===== config.mk =====
export PLATFORM = sky130hd
export DESIGN_NAME = multiplicative_fusion_stretch
export DESIGN_NICKNAME = d
export VERILOG_FILES = /design/src/mfs_pkg.sv /design/src/mfs_datapath.sv /design/src/mfs_ctrl.sv /design/src/multiplicative_fusion_stretch.sv
export SDC_FILE = /design/constraint.sdc
export NUM_CORES = 2
export LEC_CHECK = 0
export BUFFER_PORTS_ARGS = -buffer_cell sky130_fd_sc_hd__buf_2
export CAP_MARGIN = 20
export CORE_MARGIN = 2
export CORE_UTILIZATION = 40
export CTS_BUF_LIST = sky130_fd_sc_hd__clkbuf_4 sky130_fd_sc_hd__clkbuf_8
export CTS_CLUSTER_SIZE = 14
export DETAILED_ROUTE_END_ITERATION = 6
export MAX_ROUTING_LAYER = met4
export PLACE_DENSITY = 0.64
export RECOVER_POWER = 50
export SYNTH_ARGS = -nofsm -noshare
export SYNTH_HDL_FRONTEND = slang
export SYNTH_SLANG_ARGS = --single-unit

===== constraint.sdc =====
create_clock -name clk -period 18.7 [get_ports clk]
set_input_delay 3.74 -clock clk [delete_from_list [all_inputs] [get_ports clk]]
set_output_delay 3.74 -clock clk [all_outputs]
set_load 0.05 [all_outputs]

===== src/mfs_pkg.sv =====
// shared constants and command/status types for the multiplicative fusion stretch block
// no dependencies
package mfs_pkg;

	localparam int PIX_W    = 8;
	localparam int PROD_W   = 2 * PIX_W;
	localparam int CHANNELS = 3;
	localparam int REM_W    = PROD_W + PIX_W;
	localparam int DVS_W    = PROD_W + PIX_W - 1;
	localparam int STEPS    = PIX_W;
	localparam int STEP_W   = $clog2(STEPS);

	localparam logic [PROD_W-1:0] PROD_TOP = PROD_W'(65025);
	localparam logic [PIX_W-1:0]  OUT_TOP  = PIX_W'(255);

	localparam logic MODE_GATHER = 1'b0;
	localparam logic MODE_EMIT   = 1'b1;

	// controller to datapath
	typedef struct packed {
		logic load_in;
		logic mult;
		logic stat;
		logic prep;
		logic num;
		logic step;
		logic load_out;
	} cmd_t;

	// datapath to controller
	typedef struct packed {
		logic mode;
	} sts_t;

endpackage


===== src/mfs_datapath.sv =====
// datapath: input word registers, products, min/max statistics, restoring dividers
// depends on mfs_pkg
module mfs_datapath (
	input  logic                      clk,
	input  logic                      arst_n,
	input  mfs_pkg::cmd_t             cmd,
	output mfs_pkg::sts_t             sts,
	input  logic                      mode,
	input  logic                      frame_start,
	input  logic [mfs_pkg::PIX_W-1:0] pan,
	input  logic [mfs_pkg::PIX_W-1:0] band_one,
	input  logic [mfs_pkg::PIX_W-1:0] band_two,
	input  logic [mfs_pkg::PIX_W-1:0] band_three,
	output logic [mfs_pkg::PIX_W-1:0] out_one,
	output logic [mfs_pkg::PIX_W-1:0] out_two,
	output logic [mfs_pkg::PIX_W-1:0] out_three
);

	logic                       mode_q;
	logic                       start_q;
	logic [mfs_pkg::PIX_W-1:0]  pan_q;
	logic [mfs_pkg::PIX_W-1:0]  band_q   [mfs_pkg::CHANNELS];
	logic [mfs_pkg::PROD_W-1:0] prod_s1  [mfs_pkg::CHANNELS];
	logic [mfs_pkg::PROD_W-1:0] min_q    [mfs_pkg::CHANNELS];
	logic [mfs_pkg::PROD_W-1:0] max_q    [mfs_pkg::CHANNELS];
	logic                       zero_s2  [mfs_pkg::CHANNELS];
	logic                       top_s2   [mfs_pkg::CHANNELS];
	logic [mfs_pkg::PROD_W-1:0] diff_s2  [mfs_pkg::CHANNELS];
	logic [mfs_pkg::PROD_W-1:0] span_s2  [mfs_pkg::CHANNELS];
	logic [mfs_pkg::REM_W-1:0]  rem_q    [mfs_pkg::CHANNELS];
	logic [mfs_pkg::DVS_W-1:0]  dvs_q    [mfs_pkg::CHANNELS];
	logic [mfs_pkg::PIX_W-1:0]  quo_q    [mfs_pkg::CHANNELS];
	logic [mfs_pkg::PIX_W-1:0]  res_q    [mfs_pkg::CHANNELS];

	assign sts.mode = mode_q;
	assign out_one   = res_q[0];
	assign out_two   = res_q[1];
	assign out_three = res_q[2];

	// input word capture
	always_ff @(posedge clk) begin
		if (cmd.load_in) begin
			mode_q    <= mode;
			start_q   <= frame_start;
			pan_q     <= pan;
			band_q[0] <= band_one;
			band_q[1] <= band_two;
			band_q[2] <= band_three;
		end
	end

	// products, stretch setup, divide steps, result register
	always_ff @(posedge clk) begin
		for (int c = 0; c < mfs_pkg::CHANNELS; c++) begin
			if (cmd.mult) begin
				prod_s1[c] <= {{mfs_pkg::PIX_W{1'b0}}, pan_q}
					* {{mfs_pkg::PIX_W{1'b0}}, band_q[c]};
			end
			if (cmd.prep) begin
				zero_s2[c] <= (max_q[c] <= min_q[c]) || (prod_s1[c] <= min_q[c]);
				top_s2[c]  <= prod_s1[c] >= max_q[c];
				diff_s2[c] <= prod_s1[c] - min_q[c];
				span_s2[c] <= max_q[c] - min_q[c];
			end
			// numerator is diff*255, divisor starts at span aligned to the top quotient bit
			if (cmd.num) begin
				rem_q[c] <= {diff_s2[c], {mfs_pkg::PIX_W{1'b0}}}
					- {{mfs_pkg::PIX_W{1'b0}}, diff_s2[c]};
				dvs_q[c] <= {span_s2[c], {(mfs_pkg::PIX_W-1){1'b0}}};
				quo_q[c] <= '0;
			end else if (cmd.step) begin
				if (rem_q[c] >= {1'b0, dvs_q[c]}) begin
					rem_q[c] <= rem_q[c] - {1'b0, dvs_q[c]};
					quo_q[c] <= {quo_q[c][mfs_pkg::PIX_W-2:0], 1'b1};
				end else begin
					quo_q[c] <= {quo_q[c][mfs_pkg::PIX_W-2:0], 1'b0};
				end
				dvs_q[c] <= dvs_q[c] >> 1;
			end
			if (cmd.load_out) begin
				if (zero_s2[c]) begin
					res_q[c] <= '0;
				end else if (top_s2[c]) begin
					res_q[c] <= mfs_pkg::OUT_TOP;
				end else begin
					res_q[c] <= quo_q[c];
				end
			end
		end
	end

	// per-channel statistics, frame start restarts them from this pixel
	always_ff @(posedge clk or negedge arst_n) begin
		if (!arst_n) begin
			for (int c = 0; c < mfs_pkg::CHANNELS; c++) begin
				min_q[c] <= mfs_pkg::PROD_TOP;
				max_q[c] <= '0;
			end
		end else if (cmd.stat) begin
			for (int c = 0; c < mfs_pkg::CHANNELS; c++) begin
				if (start_q || prod_s1[c] < min_q[c]) begin
					min_q[c] <= prod_s1[c];
				end
				if (start_q || prod_s1[c] > max_q[c]) begin
					max_q[c] <= prod_s1[c];
				end
			end
		end
	end

endmodule


===== src/mfs_ctrl.sv =====
// controller: sequences capture, multiply, statistics or stretch divide, and output word
// depends on mfs_pkg
module mfs_ctrl (
	input  logic          clk,
	input  logic          arst_n,
	input  logic          in_valid,
	output logic          in_ready,
	output logic          out_valid,
	input  logic          out_ready,
	input  mfs_pkg::sts_t sts,
	output mfs_pkg::cmd_t cmd
);

	typedef enum logic [2:0] {
		ST_IDLE,
		ST_MULT,
		ST_STAT,
		ST_PREP,
		ST_NUM,
		ST_DIV,
		ST_DONE
	} state_t;

	state_t                     state_q;
	logic [mfs_pkg::STEP_W-1:0] step_q;
	logic                       out_valid_q;
	logic                       out_free;

	assign in_ready  = (state_q == ST_IDLE);
	assign out_valid = out_valid_q;
	assign out_free  = !out_valid_q || out_ready;

	// command decode
	always_comb begin
		cmd          = '0;
		cmd.load_in  = (state_q == ST_IDLE) && in_valid;
		cmd.mult     = (state_q == ST_MULT);
		cmd.stat     = (state_q == ST_STAT);
		cmd.prep     = (state_q == ST_PREP);
		cmd.num      = (state_q == ST_NUM);
		cmd.step     = (state_q == ST_DIV);
		cmd.load_out = (state_q == ST_DONE) && out_free;
	end

	// state, step counter and output valid
	always_ff @(posedge clk or negedge arst_n) begin
		if (!arst_n) begin
			state_q     <= ST_IDLE;
			step_q      <= '0;
			out_valid_q <= 1'b0;
		end else begin
			// set when a word is loaded, held until it is taken
			out_valid_q <= ((state_q == ST_DONE) && out_free) || (out_valid_q && !out_ready);
			case (state_q)
				ST_IDLE: begin
					if (in_valid) begin
						state_q <= ST_MULT;
					end
				end
				ST_MULT: begin
					if (sts.mode == mfs_pkg::MODE_GATHER) begin
						state_q <= ST_STAT;
					end else begin
						state_q <= ST_PREP;
					end
				end
				ST_STAT: begin
					state_q <= ST_IDLE;
				end
				ST_PREP: begin
					state_q <= ST_NUM;
				end
				ST_NUM: begin
					step_q  <= '0;
					state_q <= ST_DIV;
				end
				ST_DIV: begin
					step_q <= step_q + mfs_pkg::STEP_W'(1);
					if (step_q == mfs_pkg::STEP_W'(mfs_pkg::STEPS - 1)) begin
						state_q <= ST_DONE;
					end
				end
				ST_DONE: begin
					if (out_free) begin
						state_q <= ST_IDLE;
					end
				end
				default: begin
					state_q <= ST_IDLE;
				end
			endcase
		end
	end

endmodule


===== src/multiplicative_fusion_stretch.sv =====
// top level of the multiplicative fusion stretch block
// depends on mfs_pkg, mfs_ctrl and mfs_datapath
//
// Each input word carries a pan byte and three band bytes; the block forms the three
// products pan*band. A gather word (mode 0) folds the products into per-channel min/max
// statistics (frame_start restarts them) and gives no output word; it occupies the block
// through its multiply and statistics states. An emit word (mode 1) gives one output word
// with each channel stretched to floor((p-min)*255/(max-min)), 0 for a flat or empty
// channel, saturating below min and above max; it passes the multiply, setup and numerator
// states and the eight-step restoring divider that all three channels run in parallel, and
// the next input word can be taken in the cycle after its output register load. A finished
// word waits in the output register while the next input word is taken; an emit word that
// finishes while the previous one still waits holds until out_ready frees the register.
module multiplicative_fusion_stretch (
	input  logic                      clk,
	input  logic                      arst_n,
	input  logic                      in_valid,
	output logic                      in_ready,
	input  logic                      mode,
	input  logic                      frame_start,
	input  logic [mfs_pkg::PIX_W-1:0] pan,
	input  logic [mfs_pkg::PIX_W-1:0] band_one,
	input  logic [mfs_pkg::PIX_W-1:0] band_two,
	input  logic [mfs_pkg::PIX_W-1:0] band_three,
	output logic                      out_valid,
	input  logic                      out_ready,
	output logic [mfs_pkg::PIX_W-1:0] out_one,
	output logic [mfs_pkg::PIX_W-1:0] out_two,
	output logic [mfs_pkg::PIX_W-1:0] out_three
);

	mfs_pkg::cmd_t cmd;
	mfs_pkg::sts_t sts;

	// sequencing
	mfs_ctrl u_ctrl (
		.clk       (clk),
		.arst_n    (arst_n),
		.in_valid  (in_valid),
		.in_ready  (in_ready),
		.out_valid (out_valid),
		.out_ready (out_ready),
		.sts       (sts),
		.cmd       (cmd)
	);

	// arithmetic and statistics
	mfs_datapath u_datapath (
		.clk         (clk),
		.arst_n      (arst_n),
		.cmd         (cmd),
		.sts         (sts),
		.mode        (mode),
		.frame_start (frame_start),
		.pan         (pan),
		.band_one    (band_one),
		.band_two    (band_two),
		.band_three  (band_three),
		.out_one     (out_one),
		.out_two     (out_two),
		.out_three   (out_three)
	);

endmodule


==> flow_summary.json <==
{
  "std_cell_rows": 110,
  "cp-startpoint": "u_ctrl.state_q[0]",
  "path_max_fanout": 70,
  "cts_hold_buf": 0,
  "grt_pass1_wl_um": 138000,
  "ys_warn_count": 0,
  "worstPathArrival_ns": 7.80,
  "cts_tree": "yes",
  "cp_data_required_time_ns": 18.91,
  "finalInstanceArea_um2": 39900,
  "drtAntennaViolNets": 0,
  "synth.largest_area_cell": "edfxtp_1",
  "cts_setup_buffers": 0,
  "drt_iter0_drc": 1958,
  "finalSetupViolations": 0,
  "period_share_pct": 40.6,
  "clock_path_buffers": 3,
  "wl_per_cell_um": 16.6,
  "ctsHtreeMaxLevel": 3,
  "period_minus_slack_ns": 7.59,
  "hold_ws_ns": 0.475,
  "drive_gt1_share_pct": 7.64,
  "synth.distinct_cells": 93,
  "initial_utilization_pct": 40.4,
  "port_buffers": 63,
  "hpwl_um": 62000,
  "yosysSeqAreaShare_pct": 37.8,
  "synth_top_area_share_pct": 30.6,
  "outcome": "complete, but fails checks",
  "worst_pin_slew_ns": 3.55,
  "synth_cells": 3721,
  "cp-end-kind": "flip-flop",
  "dp_slack_ns": 13.22,
  "min_path_type": "flip-flop to flip-flop",
  "violations": "max-capacitance violations, max-slew violations",
  "cts.clk_slew.worst_paths_ns": 0.06,
  "slew_violations": 449,
  "clk-insertion-delay-late_ns": 0.73,
  "r2r-start": "u_ctrl.state_q[0]",
  "cts_buffers": 86,
  "final-hold-violation-count": 0,
  "cts-root-buf": "clkbuf_8",
  "hp-start": "u_datapath.span_s2[0][47]",
  "track_usage_pct": 18.6,
  "fp.dieH_um": 306,
  "drc_errors": 0,
  "ys_ff_latch": 476,
  "synth_top_cells_by_area": "edfxtp_1, ha_1, fa_1",
  "place_area_um2": 38100,
  "start_kind": "flip-flop",
  "num_vias": 27000,
  "dieArea_um2": 93700,
  "fmax_ghz": 0.132,
  "synth_edf_count": 372,
  "first_pass_iters": 5,
  "cap_violations": 8,
  "nets": 4282,
  "io_pins": 64,
  "core_area_um2": 90300,
  "routed_via_density": 5.37,
  "ys_top_cells_by_count": "inv_1, edfxtp_1, ha_1",
  "cts.sinks": 476,
  "area_growth_pct": 9.38,
  "synth_area_um2": 36500,
  "die_w_um": 306,
  "synth.net_count": 4226,
  "clock_skew_ns": 0.0612,
  "ys.flop_type": "edfxtp_1",
  "ctsResizeCount": 0,
  "async_flop_share_pct": 21.6,
  "gp_congestion": 0.879,
  "finalWirelength_um": 83300,
  "grt_max_degree": 81,
  "avgSynthCellArea_um2": 9.81,
  "rsz0062_at_grt": "no",
  "slew_headroom_pct": -137,
  "tns_ns": 0,
  "grt_pass1_vias": 26700,
  "grt_overflow": 0,
  "fin_ws_ns": 11.11,
  "yosysMostFrequentCell": "inv_1",
  "worst-setup-path-type": "flip-flop to flip-flop",
  "antenna_found_initial": 3
}
-- worst max-delay path, cell delays in order (launching register included) --
cell,delay [ns]
dfrtp_2,0.37
clkbuf_1,1.92
inv_1,0.54
nor3b_1,0.33
clkbuf_1,1.26
clkbuf_1,2.57
-- per-layer routing --
layer	vias up	wire length, µm	GRT usage (%)
met3	121	3900	2.75
li1	13400	-	-
met2	617	36800	28.3
met4	0	1800	5.00
met5	-	0	-
met1	12900	40800	25.8
-- stage by stage --
stage / utilization (%) / instances
3_5_place_dp: 42.2 / 4864
5_1_grt: 44.2 / 5028
6_report: 44.2 / 5028
4_1_cts: 44.3 / 5025
2_1_floorplan: - / 3721
3_3_place_gp: 42.2 / 4864
-- cells by family (layout without fill, tap and decap cells) --
logic type / after synthesis / after routing / synth area share, %
compound gates: 755 / 755 / 14.2
fa+ha+maj: 467 / 467 / 18.4
simple gates: 1173 / 1173 / 16.2
other cells: 0 / 2 / 0
mux: 96 / 96 / 2.80
buf+inv: 550 / 679 / 5.74
xor+xnor: 204 / 204 / 4.89
flops: 476 / 476 / 37.8
-- final cells by class --
type,instances,area [µm²]
well taps,1176,1470
clock buffers,121,1500
repair buffers,86,460
clock inverters,40,405
multi-input cells,2695,20700
inverters,432,1620
fillers,8696,50400
diodes,2,5.00
flip-flops and latches,476,13800
-- sequential cells by signal, summed over array words and instances, names as in the netlist, 3 cells and up --
| signal | flops |
|---|---|
| u_datapath.res_q | 24 |
| u_datapath.top_s2 | 3 |
| u_datapath.zero_s2 | 3 |
| u_datapath.quo_q | 24 |
| u_datapath.dvs_q | 69 |
| u_ctrl.step_q | 3 |
| u_datapath.band_q | 24 |
| u_datapath.diff_s2 | 48 |
| u_datapath.max_q | 48 |
| u_datapath.pan_q | 8 |
| u_ctrl.state_q | 3 |
| u_datapath.span_s2 | 48 |
| u_datapath.min_q | 48 |
| u_datapath.rem_q | 72 |
| u_datapath.prod_s1 | 48 |
-- path summary, 6_finish.rpt --
check / endpoint / slack [ns] / cells after the start
max in group asynchronous: u_datapath.min_q[45] / 14.45 / 2
hold / removal: u_datapath.dvs_q[2][22] / 0.48 / 1
setup reg to reg: u_datapath.zero_s2[0][1] / 11.11 / 5
setup / recovery: u_datapath.zero_s2[0][1] / 11.11 / 5
min in group asynchronous: u_datapath.max_q[30] / 3.14 / 1
hold reg to reg: u_datapath.dvs_q[2][22] / 0.48 / 1
-- layout by cell type (no fill, tap or decap), types with 32 or more instances in the layout --
cell type / instances
fa_1: 117
or3_1: 32
ha_1: 350
nand3_1: 143
a221oi_1: 40
edfxtp_1: 372
xnor2_1: 144
nand4_1: 55
mux2_1: 42
nand2b_1: 34
dfrtp_1: 78
o21a_1: 44
inv_1: 427
o21ai_1: 43
o21ai_0: 125
a21o_1: 75
and3_1: 71
nor2b_1: 40
clkbuf_8: 95
o2111ai_1: 40
nand2_1: 248
xor2_1: 60
and2_1: 153
nor2_1: 244
mux2i_1: 48
buf_2: 62
a21oi_1: 160
nor3_1: 77
Power is not shown: default switching activity piles up to over one toggle a cycle in this logic, so the estimate is an artifact.
